## config.mk

```make
export PLATFORM = sky130hd
export DESIGN_NAME = accel_step_detector_core
export DESIGN_NICKNAME = d
export VERILOG_FILES = /design/src/hdl/acc_step_pkg.sv /design/src/hdl/acc_step_fifo.sv /design/src/hdl/acc_step_filter.sv /design/src/hdl/acc_step_detect.sv /design/src/hdl/accel_step_detector_core.sv
export SDC_FILE = /design/constraint.sdc
export NUM_CORES = 2
export LEC_CHECK = 0
export ABC_AREA = 1
export BUFFER_PORTS_ARGS = -buffer_cell sky130_fd_sc_hd__buf_4
export CORE_MARGIN = 5
export CORE_UTILIZATION = 55
export CTS_BUF_LIST = sky130_fd_sc_hd__clkbuf_4
export CTS_CLUSTER_SIZE = 8
export DETAILED_ROUTE_END_ITERATION = 16
export GPL_ROUTABILITY_DRIVEN = 0
export PLACE_DENSITY_LB_ADDON = 0.15
export SYNTH_ARGS = -nofsm -noshare
export SYNTH_HDL_FRONTEND = slang
export SYNTH_SLANG_ARGS = --single-unit
```

## constraint.sdc

```tcl
create_clock -name clk -period 31.6 [get_ports clk]
set_input_delay 3.16 -clock clk [delete_from_list [all_inputs] [get_ports clk]]
set_output_delay 3.16 -clock clk [all_outputs]
set_load 0.02 [all_outputs]
```

## src/hdl/acc_step_pkg.sv

```systemverilog
// Shared types and constants for the accelerometer step detector.
// Holds the sample, filtered-item and result types and the register indexes.
// No dependencies.
`default_nettype none

package acc_step_pkg;

  localparam int NUM_AXES    = 3;
  localparam int SAMPLE_W    = 16;
  localparam int FILTER_TAPS = 4;
  localparam int TAP_PTR_W   = (FILTER_TAPS > 1) ? $clog2(FILTER_TAPS) : 1;
  localparam int SUM_W       = SAMPLE_W + $clog2(FILTER_TAPS);
  localparam int AXIS_W      = 2;
  localparam int POS_W       = 8;
  localparam int MIN_P2P_W   = 16;
  localparam int STEPS_W     = 32;

  localparam int CFG_IDX_W  = 1;
  localparam int CFG_DATA_W = 16;

  localparam logic [CFG_IDX_W-1:0] REG_MIN_P2P    = 1'd0;
  localparam logic [CFG_IDX_W-1:0] REG_WINDOW_LEN = 1'd1;

  localparam logic [MIN_P2P_W-1:0] MIN_P2P_RESET = 16'd3000;
  localparam logic [POS_W-1:0]     WINDOW_RESET  = 8'd50;

  localparam logic [AXIS_W-1:0] NO_AXIS = 2'd3;

  typedef logic signed [SAMPLE_W-1:0] sample_t;

  localparam sample_t THR_NONE    = 16'sh7FFF;
  localparam sample_t PEAK_INIT   = 16'sh8000;
  localparam sample_t TROUGH_INIT = 16'sh7FFF;

  typedef struct packed {
    sample_t [NUM_AXES-1:0] axis;
  } filt_t;

  typedef struct packed {
    sample_t [NUM_AXES-1:0] filt;
    logic                   step_seen;
    logic [STEPS_W-1:0]     total_steps;
    logic                   window_done;
    logic [AXIS_W-1:0]      watched_axis;
    sample_t                watched_threshold;
  } result_t;

endpackage

`default_nettype wire

```

## src/hdl/acc_step_fifo.sv

```systemverilog
// Small register queue used between the filter and detector and on the result side.
// Generic in width and depth; no package dependency.
`default_nettype none

module acc_step_fifo #(
  parameter int WIDTH = 8,
  parameter int DEPTH = 2
) (
  input  wire logic             clk,
  input  wire logic             rst_n,
  input  wire logic             push,
  input  wire logic [WIDTH-1:0] wdata,
  output logic                  full,
  input  wire logic             pop,
  output logic [WIDTH-1:0]      rdata,
  output logic                  empty
);

  localparam int PTR_W = (DEPTH > 1) ? $clog2(DEPTH) : 1;
  localparam int CNT_W = $clog2(DEPTH + 1);

  logic [WIDTH-1:0] mem_r [DEPTH];
  logic [PTR_W-1:0] wr_ptr_r, wr_ptr_nxt;
  logic [PTR_W-1:0] rd_ptr_r, rd_ptr_nxt;
  logic [CNT_W-1:0] count_r, count_nxt;
  logic             do_push, do_pop;

  assign full    = (count_r == CNT_W'(DEPTH));
  assign empty   = (count_r == '0);
  assign do_push = push && !full;
  assign do_pop  = pop && !empty;
  assign rdata   = mem_r[rd_ptr_r];

  always_comb begin
    wr_ptr_nxt = wr_ptr_r;
    rd_ptr_nxt = rd_ptr_r;
    count_nxt  = count_r;
    if (do_push) begin
      wr_ptr_nxt = (wr_ptr_r == PTR_W'(DEPTH - 1)) ? '0 : wr_ptr_r + 1'b1;
    end
    if (do_pop) begin
      rd_ptr_nxt = (rd_ptr_r == PTR_W'(DEPTH - 1)) ? '0 : rd_ptr_r + 1'b1;
    end
    if (do_push && !do_pop) begin
      count_nxt = count_r + 1'b1;
    end else if (do_pop && !do_push) begin
      count_nxt = count_r - 1'b1;
    end
  end

  always_ff @(posedge clk) begin
    if (!rst_n) begin
      wr_ptr_r <= '0;
      rd_ptr_r <= '0;
      count_r  <= '0;
    end else begin
      wr_ptr_r <= wr_ptr_nxt;
      rd_ptr_r <= rd_ptr_nxt;
      count_r  <= count_nxt;
    end
  end

  always_ff @(posedge clk) begin
    if (do_push) begin
      mem_r[wr_ptr_r] <= wdata;
    end
  end

endmodule

`default_nettype wire

```

## src/hdl/acc_step_filter.sv

```systemverilog
// Front end: accepts raw three-axis samples and applies the moving-average filter.
// Depends on acc_step_pkg; pushes filtered items into the middle queue.
`default_nettype none

module acc_step_filter import acc_step_pkg::*; (
  input  wire logic    clk,
  input  wire logic    rst_n,
  input  wire logic    in_push,
  input  wire sample_t in_accel_x,
  input  wire sample_t in_accel_y,
  input  wire sample_t in_accel_z,
  input  wire logic    q_full,
  output logic         q_push,
  output filt_t        q_item
);

  sample_t               tap_r [NUM_AXES][FILTER_TAPS];
  logic [TAP_PTR_W-1:0]  ptr_r, ptr_nxt;
  sample_t               raw [NUM_AXES];
  sample_t               tap_now [NUM_AXES][FILTER_TAPS];
  logic signed [SUM_W-1:0] sum [NUM_AXES];
  logic                  accept;

  assign raw[0] = in_accel_x;
  assign raw[1] = in_accel_y;
  assign raw[2] = in_accel_z;

  assign accept = in_push && !q_full;
  assign q_push = accept;
  assign ptr_nxt = (ptr_r == TAP_PTR_W'(FILTER_TAPS - 1)) ? '0 : ptr_r + 1'b1;

  // The new sample takes the place of the oldest tap before the sum is formed.
  always_comb begin
    for (int a = 0; a < NUM_AXES; a++) begin
      sum[a] = '0;
      for (int t = 0; t < FILTER_TAPS; t++) begin
        tap_now[a][t] = (ptr_r == TAP_PTR_W'(t)) ? raw[a] : tap_r[a][t];
        sum[a] = sum[a] + {{(SUM_W - SAMPLE_W){tap_now[a][t][SAMPLE_W-1]}}, tap_now[a][t]};
      end
      // Signed division truncates toward zero, as the filter requires.
      q_item.axis[a] = SAMPLE_W'(sum[a] / FILTER_TAPS);
    end
  end

  always_ff @(posedge clk) begin
    if (!rst_n) begin
      ptr_r <= '0;
      for (int a = 0; a < NUM_AXES; a++) begin
        for (int t = 0; t < FILTER_TAPS; t++) begin
          tap_r[a][t] <= '0;
        end
      end
    end else if (accept) begin
      ptr_r <= ptr_nxt;
      for (int a = 0; a < NUM_AXES; a++) begin
        tap_r[a] <= tap_now[a];
      end
    end
  end

endmodule

`default_nettype wire

```

## src/hdl/acc_step_detect.sv

```systemverilog
// Back end: crossing detection, window extremes, threshold update and step count.
// Depends on acc_step_pkg; pops filtered items and pushes one result per item.
`default_nettype none

module acc_step_detect import acc_step_pkg::*; (
  input  wire logic                 clk,
  input  wire logic                 rst_n,
  input  wire logic [MIN_P2P_W-1:0] min_p2p,
  input  wire logic [POS_W-1:0]     window_len,
  input  wire logic                 q_empty,
  input  wire filt_t                q_item,
  output logic                      q_pop,
  input  wire logic                 out_full,
  output logic                      out_push,
  output result_t                   out_item
);

  sample_t              prev_r [NUM_AXES];
  sample_t              peak_r [NUM_AXES];
  sample_t              trough_r [NUM_AXES];
  logic [AXIS_W-1:0]    act_axis_r, act_axis_nxt;
  sample_t              act_thr_r, act_thr_nxt;
  logic [POS_W-1:0]     pos_r, pos_nxt;
  logic [STEPS_W-1:0]   steps_r, steps_nxt;

  sample_t              filt [NUM_AXES];
  sample_t              peak_upd [NUM_AXES];
  sample_t              trough_upd [NUM_AXES];
  sample_t              peak_nxt [NUM_AXES];
  sample_t              trough_nxt [NUM_AXES];
  logic signed [SAMPLE_W:0] swing [NUM_AXES];
  logic signed [SAMPLE_W:0] thr_ext [NUM_AXES];
  logic                 qualify [NUM_AXES];
  logic                 fire;
  logic                 step;
  logic                 close;
  logic [POS_W-1:0]     pos_inc;
  logic                 found;
  sample_t              best;
  logic [AXIS_W-1:0]    best_axis;

  assign fire     = !q_empty && !out_full;
  assign q_pop    = fire;
  assign out_push = fire;

  always_comb begin
    step = 1'b0;
    for (int a = 0; a < NUM_AXES; a++) begin
      filt[a] = q_item.axis[a];
      if ((act_axis_r == AXIS_W'(a)) && (filt[a] >= act_thr_r) && (prev_r[a] < act_thr_r)) begin
        step = 1'b1;
      end
      peak_upd[a]   = (filt[a] > peak_r[a]) ? filt[a] : peak_r[a];
      trough_upd[a] = (filt[a] < trough_r[a]) ? filt[a] : trough_r[a];
    end

    pos_inc = pos_r + 1'b1;
    close   = (pos_inc == window_len);

    // Threshold selection over the extremes that include this sample.
    found     = 1'b0;
    best      = THR_NONE;
    best_axis = NO_AXIS;
    for (int a = 0; a < NUM_AXES; a++) begin
      swing[a]   = {peak_upd[a][SAMPLE_W-1], peak_upd[a]}
                 - {trough_upd[a][SAMPLE_W-1], trough_upd[a]};
      qualify[a] = (swing[a] >= $signed({1'b0, min_p2p}));
      thr_ext[a] = {peak_upd[a][SAMPLE_W-1], peak_upd[a]} - (swing[a] / 17'sd4);
      if (qualify[a] && (!found || ($signed(thr_ext[a][SAMPLE_W-1:0]) > best))) begin
        found     = 1'b1;
        best      = thr_ext[a][SAMPLE_W-1:0];
        best_axis = AXIS_W'(a);
      end
    end

    steps_nxt = steps_r + {{(STEPS_W - 1){1'b0}}, step};
    if (close) begin
      pos_nxt      = '0;
      act_axis_nxt = found ? best_axis : NO_AXIS;
      act_thr_nxt  = found ? best : THR_NONE;
      for (int a = 0; a < NUM_AXES; a++) begin
        peak_nxt[a]   = PEAK_INIT;
        trough_nxt[a] = TROUGH_INIT;
      end
    end else begin
      pos_nxt      = pos_inc;
      act_axis_nxt = act_axis_r;
      act_thr_nxt  = act_thr_r;
      for (int a = 0; a < NUM_AXES; a++) begin
        peak_nxt[a]   = peak_upd[a];
        trough_nxt[a] = trough_upd[a];
      end
    end

    for (int a = 0; a < NUM_AXES; a++) begin
      out_item.filt[a] = filt[a];
    end
    out_item.step_seen         = step;
    out_item.total_steps       = steps_nxt;
    out_item.window_done       = close;
    out_item.watched_axis      = act_axis_nxt;
    out_item.watched_threshold = act_thr_nxt;
  end

  always_ff @(posedge clk) begin
    if (!rst_n) begin
      act_axis_r <= NO_AXIS;
      act_thr_r  <= THR_NONE;
      pos_r      <= '0;
      steps_r    <= '0;
      for (int a = 0; a < NUM_AXES; a++) begin
        prev_r[a]   <= '0;
        peak_r[a]   <= PEAK_INIT;
        trough_r[a] <= TROUGH_INIT;
      end
    end else if (fire) begin
      act_axis_r <= act_axis_nxt;
      act_thr_r  <= act_thr_nxt;
      pos_r      <= pos_nxt;
      steps_r    <= steps_nxt;
      for (int a = 0; a < NUM_AXES; a++) begin
        prev_r[a]   <= filt[a];
        peak_r[a]   <= peak_nxt[a];
        trough_r[a] <= trough_nxt[a];
      end
    end
  end

  // With no axis armed the threshold must sit at its idle value.
  assert property (@(posedge clk) disable iff (!rst_n)
    (act_axis_r == NO_AXIS) |-> (act_thr_r == THR_NONE))
    else $error("idle axis with a live threshold");

  assert property (@(posedge clk) disable iff (!rst_n)
    (fire && out_item.step_seen) |-> (act_axis_r != NO_AXIS))
    else $error("step counted with no axis armed");

  assert property (@(posedge clk) disable iff (!rst_n)
    (fire && out_item.step_seen) |=> (steps_r == $past(steps_r) + 32'd1))
    else $error("step total did not advance");

  assert property (@(posedge clk) disable iff (!rst_n)
    (fire && out_item.window_done) |=> (pos_r == '0))
    else $error("window position not cleared at window close");

endmodule

`default_nettype wire

```

## src/hdl/accel_step_detector_core.sv

```systemverilog
// Step detector for three-axis accelerometer samples: top level.
// Uses acc_step_pkg, acc_step_filter, acc_step_fifo and acc_step_detect.
//
// Usage:
//   Samples enter through a queue-style port: in_accel_x/y/z are transferred
//   at a rising edge with in_push high and in_full low. Each sample yields one
//   result, shown on the out_ ports while out_empty is low and transferred at
//   an edge with out_pop high. Results come out in sample order.
//   The two registers are written through cfg_we, cfg_index and cfg_data
//   (index 0: minimum peak-to-peak swing, index 1: window length, low byte);
//   the user must write them only while no sample is in flight; nothing checks it.
// Timing:
//   A sample passes through the filter, the middle queue, the detector and the
//   output queue. One sample per cycle is sustained while out_pop stays high;
//   the limit is the detector's update of thresholds, extremes and step count,
//   which every sample must pass before the next one.
// Reset (rst_n low at a clock edge) clears the filter taps, both queues, the
//   window state, the step total and the registers to their defaults.
// When the receiver stalls, results collect in the output queue, then in the
//   middle queue, and in_full rises once both are full; nothing is dropped.
`default_nettype none

module accel_step_detector_core import acc_step_pkg::*; #(
  parameter int MID_DEPTH = 2,
  parameter int OUT_DEPTH = 2
) (
  input  wire logic                  clk,
  input  wire logic                  rst_n,
  input  wire logic                  in_push,
  output logic                       in_full,
  input  wire sample_t               in_accel_x,
  input  wire sample_t               in_accel_y,
  input  wire sample_t               in_accel_z,
  output logic                       out_empty,
  input  wire logic                  out_pop,
  output sample_t                    out_filtered_x,
  output sample_t                    out_filtered_y,
  output sample_t                    out_filtered_z,
  output logic                       out_step_seen,
  output logic [STEPS_W-1:0]         out_total_steps,
  output logic                       out_window_done,
  output logic [AXIS_W-1:0]          out_watched_axis,
  output sample_t                    out_watched_threshold,
  input  wire logic                  cfg_we,
  input  wire logic [CFG_IDX_W-1:0]  cfg_index,
  input  wire logic [CFG_DATA_W-1:0] cfg_data
);

  localparam int FILT_BITS = $bits(filt_t);
  localparam int RES_BITS  = $bits(result_t);

  logic [MIN_P2P_W-1:0] min_p2p_r;
  logic [POS_W-1:0]     win_len_r;

  logic                 mid_push, mid_full, mid_pop, mid_empty;
  filt_t                mid_wr_item, mid_rd_item;
  logic [FILT_BITS-1:0] mid_rdata;

  logic                 res_push, res_full;
  result_t              res_wr_item, res_rd_item;
  logic [RES_BITS-1:0]  res_rdata;

  always_ff @(posedge clk) begin
    if (!rst_n) begin
      min_p2p_r <= MIN_P2P_RESET;
      win_len_r <= WINDOW_RESET;
    end else if (cfg_we) begin
      case (cfg_index)
        REG_MIN_P2P:    min_p2p_r <= cfg_data[MIN_P2P_W-1:0];
        REG_WINDOW_LEN: win_len_r <= cfg_data[POS_W-1:0];
        default: ;
      endcase
    end
  end

  acc_step_filter u_filter (
    .clk        (clk),
    .rst_n      (rst_n),
    .in_push    (in_push),
    .in_accel_x (in_accel_x),
    .in_accel_y (in_accel_y),
    .in_accel_z (in_accel_z),
    .q_full     (mid_full),
    .q_push     (mid_push),
    .q_item     (mid_wr_item)
  );

  assign in_full = mid_full;

  acc_step_fifo #(
    .WIDTH (FILT_BITS),
    .DEPTH (MID_DEPTH)
  ) u_mid_q (
    .clk   (clk),
    .rst_n (rst_n),
    .push  (mid_push),
    .wdata (mid_wr_item),
    .full  (mid_full),
    .pop   (mid_pop),
    .rdata (mid_rdata),
    .empty (mid_empty)
  );

  assign mid_rd_item = filt_t'(mid_rdata);

  acc_step_detect u_detect (
    .clk        (clk),
    .rst_n      (rst_n),
    .min_p2p    (min_p2p_r),
    .window_len (win_len_r),
    .q_empty    (mid_empty),
    .q_item     (mid_rd_item),
    .q_pop      (mid_pop),
    .out_full   (res_full),
    .out_push   (res_push),
    .out_item   (res_wr_item)
  );

  acc_step_fifo #(
    .WIDTH (RES_BITS),
    .DEPTH (OUT_DEPTH)
  ) u_out_q (
    .clk   (clk),
    .rst_n (rst_n),
    .push  (res_push),
    .wdata (res_wr_item),
    .full  (res_full),
    .pop   (out_pop),
    .rdata (res_rdata),
    .empty (out_empty)
  );

  assign res_rd_item           = result_t'(res_rdata);
  assign out_filtered_x        = res_rd_item.filt[0];
  assign out_filtered_y        = res_rd_item.filt[1];
  assign out_filtered_z        = res_rd_item.filt[2];
  assign out_step_seen         = res_rd_item.step_seen;
  assign out_total_steps       = res_rd_item.total_steps;
  assign out_window_done       = res_rd_item.window_done;
  assign out_watched_axis      = res_rd_item.watched_axis;
  assign out_watched_threshold = res_rd_item.watched_threshold;

endmodule

`default_nettype wire

```

-- Word level (Yosys, flattened, before mapping)
Memories as Yosys holds them, arrays and structs flattened. A register that Yosys moved wholly into a read port is not among the register bits.
Index checks and enable logic that the tools add are counted.
- output and inout port bits: 102
- register bits after elaboration: 92
- memory bits (writable): 632
- memories kept: 6
- memories (memory ; words ; bits a word ; read ports ; clocked after memory_dff ; write ports ; line ; source):
    u_out_q.mem_r ; 2 ; 100 ; 1 ; 1 ; 1 ; acc_step_fifo.sv:22 ; logic [WIDTH-1:0] mem_r [DEPTH];
    u_filter.tap_r ; 3 ; 64 ; 3 ; 0 ; 3 ; acc_step_filter.sv:17 ; sample_t tap_r [NUM_AXES][FILTER_TAPS];
    u_mid_q.mem_r ; 2 ; 48 ; 1 ; 1 ; 1 ; acc_step_fifo.sv:22 ;
    u_detect.peak_r ; 3 ; 16 ; 3 ; 0 ; 3 ; acc_step_detect.sv:19 ; sample_t peak_r [NUM_AXES];
    u_detect.prev_r ; 3 ; 16 ; 3 ; 0 ; 3 ; acc_step_detect.sv:18 ; sample_t prev_r [NUM_AXES];
    u_detect.trough_r ; 3 ; 16 ; 3 ; 0 ; 3 ; acc_step_detect.sv:20 ; sample_t trough_r [NUM_AXES];
- reduce and logical (&&, ||, !) cells: 41
- magnitude comparators: 17
- $add $sub $neg: 29
- equal/unequal tests: 8
- muxes and demuxes: 73
- bitwise operators: 16
- operators with widths (operator ; number):
    two-way mux 16 bit ; 32
    two-way mux 64 bit ; 3
    adder 18 bit ; 6
    less-than comparator 16 bit ; 6
    two-way mux 48 bit ; 2
    greater-than comparator 16 bit ; 5
    adder 16 x 16 -> 17 bit ; 3
    greater-or-equal comparator 17 bit ; 3
    subtractor 16 x 16 -> 17 bit ; 3
    adder 16 x 1 -> 16 bit ; 3
    greater-or-equal comparator 16 bit ; 3
    subtractor 16 bit ; 3
    adder 32 x 1 -> 32 bit ; 1
    two-way mux 1 bit ; 25
    two-way mux 2 bit ; 10
    logical AND 1 bit ; 18
    bitwise OR 1 bit ; 12
    == test 2 bit, second input constant ; 5
    zero test 1 bit ; 10
    adder 8 x 1 -> 8 bit, second input constant ; 1
    == test 8 bit ; 1
    zero test 2 bit ; 4
    two-way mux 8 bit ; 1
    adder 2 x 1 -> 2 bit, second input constant ; 3
    other kinds (9) ; 21

-- Depth between registers and ports, before layout
- depth after elaboration: 15
- depth in mapped cells: 81
- depth with buffers taken out: 76

-- Hierarchy
From an unflattened synthesis, not the netlist that was laid out.
- cell total of the unflattened synthesis: 5748
- area, all modules: 50251.9 µm²
- by module, submodules not included (module ; cells each ; instances ; area an instance (µm²)):
    acc_step_detect ; 2827 ; 1 ; 21075.2
    acc_step_filter ; 2260 ; 1 ; 16509.6
    acc_step_fifo (u_out_q) ; 349 ; 1 ; 7963.9
    acc_step_fifo (u_mid_q) ; 187 ; 1 ; 3783.6
    accel_step_detector_core ; 125 ; 1 ; 919.6

-- Worst setup path after synthesis
No wires, ideal clock.
- kind: reg2reg
- start point: reg (tool-made name)
- end point: mem u_out_q.mem_r[0][10] (netlist bit), data pin
- slack: 21.638 ns
- cell stages (with the launch flop): 77
- arrival time: 9.709 ns
- period minus slack after synthesis: 9.962 ns
- buffers on the path: 6
- required time: 31.347 ns
- path through: dfxtp_1 > inv_2 > clkbuf_1 > clkbuf_1 > or2_2 > o21ai_0 > inv_1 > ha_1 > nand2_1 > inv_1 > o211ai_1 > nand2_1 > a21oi_1 > nor2_1 > o21a_1 > o21a_1 > o2111ai_1 > o311ai_1 > [... 41 more ...] > inv_1 > ha_1 > inv_1 > o21bai_1 > a221oi_1 > o211ai_1 > nand2_1 > o211ai_1 > xnor2_1 > nand2_1 > nand2_1 > nand2_1 > buf_6 > buf_6 > nand3_1 > nand3_1 > nand2_1 > inv_1
- RTL lines (item ; line):
    end, declared ; acc_step_fifo.sv:22

==> reports/summary.txt <==
Number of distinct library cell variants in the gate-level netlist after synthesis -> 64
Number of flops mapped to enable cells by yosys -> 632
Insertion delay to the later sink of the worst-skew pair -> 1.09 ns
Number of flip-flops and latches in the synthesized netlist -> 726
Post-place instance area -> 49400 um2
Category of cells accounting for the largest share of critical-path delay -> compound AO/OA/AOI/OAI gates
Cell types occupying the most area after synthesis -> sky130_fd_sc_hd__edfxtp_1 (41%), sky130_fd_sc_hd__ha_1 (13%), sky130_fd_sc_hd__inv_1 (6.7%)
CP max stage cell -> sky130_fd_sc_hd__nand2_1
Run status -> complete, no violations
CTS tree -> done
FFs w/ async S/R, synth -> 0
Share of the synthesized area in the top cell type -> 0.406
Number of DRC violations after detailed-routing iteration 0 -> 2764
Share of the yosys chip area belonging to registers -> 0.446
Sum of net half-perimeters after detailed placement -> 87700 um
Leading cell types by count after synthesis -> sky130_fd_sc_hd__inv_1 (841), sky130_fd_sc_hd__nand2_1 (807), sky130_fd_sc_hd__edfxtp_1 (632)
RSZ-0062 raised after global routing -> no
All-Layer GR Usage -> 0.260
H-tree depth -> 4
Total Routed Length -> 119000 um
Reg-to-reg critical path endpoint -> u_detect.act_thr_r[3]
Worst relative slew slack -> 0.211
Layout area overhead -> 11.0%
Number of setup buffers added after CTS -> 0
Width of the die -> 302 um
Post-cts hold buffer count -> 0
Layout Cell Area excl Fill -> 52000 um2
CP Max Fanout -> 49
GRT Residual Overflow -> 0
Gate count after technology mapping -> 5111
Vias per cell -> 5.36
Post-detailed-route DRC marker count -> 0
# clock sinks -> 726
Number of standard cells in the layout, taps in and fillers out -> 6695
Number of global-route vias before repair -> 34600
Net count of the mapped netlist -> 5712
Root buffer cell -> sky130_fd_sc_hd__clkbuf_4
Number of core rows -> 107
Critical Path End Type -> register
Number of setup violations in the final report -> 0
Arrival time reported for the critical path endpoint -> 14.01 ns
Critical path type -> reg -> reg
Register clock-pin slew on the reported worst setup and hold paths -> 0.06 ns
Dominant cell type by area after synthesis -> sky130_fd_sc_hd__edfxtp_1
Warnings, synthesis -> 0
Filler Cells Inserted -> 7468
Fin Hold WS -> 0.477 ns
Port-buffer cells -> 171
Max Clock Freq -> 0.0764 GHz
Maximum number of pins on one net before global-route repair -> 79
Total count of max-transition violations in the final report -> 0
Fin crit share -> 0.414
Average wire length per cell after detail routing -> 17.8 um
Starting utilization of the core area -> 0.551
Number of nets in the layout -> 5984
Post-synth design cell area -> 46800 um2
DRT antenna net count -> 0
Global-route wire length before repair -> 186000 um
Worst min-delay path category -> reg -> reg
Count of maximum capacitance violations -> 0
Delay of the slowest critical-path stage -> 0.73 ns
DIE HEIGHT -> 302 um
Resized Gates After CTS -> 0
Reg2Reg Setup Slack -> 18.51 ns
Capturing instance or port of the critical path -> u_detect.act_thr_r[3]
CTS buffer count -> 192
Number of cells on the worst reg-to-reg path -> 69
Worst Path Buf+Inv -> 12
Routed via count -> 35900
Cell repeated most along the worst path -> sky130_fd_sc_hd__nand2_1
Most instantiated library cell after synthesis -> sky130_fd_sc_hd__inv_1
Total instance count after detailed placement -> 6333
CP required -> 32.53 ns
Area inside the core boundary -> 84900 um2
Critical Path Source Type -> register
Clock Tree Buf Depth -> 3
Beginning of the worst hold path -> u_detect.act_thr_r[14]
Total negative slack -> 0 ns
Final Skew -> 0.0855 ns
1st-pass router iterations -> 5
Fraction of layout instances using a drive strength above 1 -> 0.135
IO Count -> 172
Final critical delay including setup and external delays -> 13.09 ns
Instance count on the critical path -> 69
Average size of a mapped cell -> 9.16 um2
Antenna violations before repair -> 2
Total die area -> 91000 um2
Worst-margin pin slew -> 1.18 ns
Final count of hold timing violations -> 0
Flip-flop cell with the highest count after synthesis -> sky130_fd_sc_hd__edfxtp_1
how the worst min path moves through the flow:
stage | end | slack (ns) | cells past startpoint
floorplan | u_mid_q.rd_ptr_r | 0.44 | 1
global placement | u_detect.act_thr_r[14] | 0.45 | 2
detailed placement | u_mid_q.rd_ptr_r | 0.46 | 1
CTS | u_detect.act_thr_r[14] | 0.48 | 2
global route | u_detect.act_thr_r[15] | 0.50 | 2
finish | u_detect.act_thr_r[14] | 0.48 | 2
flip-flops by register name (all words and copies together) (netlist names), named ones only:
name                 cells
u_mid_q.mem_r           96
u_out_q.rd_ptr_r         1
u_filter.ptr_r           2
u_detect.prev_r         48
u_mid_q.wr_ptr_r         1
win_len_r                8
u_detect.steps_r        32
u_mid_q.rd_ptr_r         1
u_detect.act_axis_r      2
u_out_q.mem_r          200
u_detect.act_thr_r      16
u_detect.peak_r         48
u_detect.pos_r           8
u_out_q.count_r          2
u_detect.trough_r       48
u_filter.tap_r         192
u_mid_q.count_r          2
u_out_q.wr_ptr_r         1
min_p2p_r               16
worst register-to-register path: cells and delay by family, from the launching register on:
kind / cells / cell delay (ns)
AO/OA/AOI/OAI: 25 / 4.20
XOR/XNOR: 3 / 0.53
adder cells (fa/ha/maj): 6 / 1.86
buffers and inverters: 12 / 2.16
flip-flops: 1 / 0.31
AND/OR/NAND/NOR: 23 / 3.88
placed cells by master (no fill, tap or decap), drive strengths merged, types with 8 or more instances in the layout:
| master | instances |
|---|---|
| nor2 | 451 |
| a211oi | 9 |
| and2 | 8 |
| clkinv | 52 |
| xnor2 | 47 |
| nor3 | 51 |
| ha | 468 |
| o21bai | 59 |
| o22ai | 9 |
| dfxtp | 94 |
| nor4 | 11 |
| buf | 220 |
| clkbuf | 297 |
| o211ai | 17 |
| nand2 | 814 |
| o21ai | 474 |
| xor2 | 190 |
| o221ai | 14 |
| mux2 | 100 |
| a21o | 9 |
| o21a | 13 |
| or2 | 60 |
| nand4 | 55 |
| edfxtp | 632 |
| inv | 858 |
| a21oi | 298 |
| nand3 | 114 |
| fa | 63 |
per-stage QoR:
stage,util,setup slack (ns)
3_3_place_gp,0.582,19.13
2_1_floorplan,-,21.64
4_1_cts,0.612,18.77
5_1_grt,0.612,17.38
6_report,0.612,18.51
3_5_place_dp,0.582,18.83
metal layers:
layer / share of wire / track usage / routed length [um] / vias up
met4: 0.036 / 0.102 / 4340 / 2
met2: 0.46 / 0.426 / 55200 / 1144
met1: 0.44 / 0.344 / 52000 / 16700
met5: 0.00011 / 0 / 13 / -
li1: - / - / - / 17800
met3: 0.066 / 0.0479 / 7860 / 238
layout make-up:
class                      count  area [um2]  area share
timing repair buffer         220        1650      0.0318
inverter                     850        3200      0.0615
multi-input combinational   3393       22200       0.428
tap                         1144        1430      0.0275
antenna                        2        5.00   0.0000963
clock inverter                63         339     0.00653
clock buffer                 297        2230      0.0429
sequential                   726       20900       0.402
cells by family (layout without fill, tap and decap cells):
| family | after synthesis | count (layout) | share of synthesized area |
|---|---|---|---|
| simple gates | 1578 | 1578 | 0.140 |
| buf+inv | 992 | 1430 | 0.0806 |
| compound gates | 947 | 947 | 0.113 |
| flops | 726 | 726 | 0.446 |
| fa+ha+maj | 531 | 531 | 0.152 |
| xor+xnor | 237 | 237 | 0.0445 |
| mux | 100 | 100 | 0.0241 |
| other cells | 0 | 2 | 0 |
Power is not shown: default switching activity piles up to over one toggle a cycle in this logic, so the estimate is an artifact.
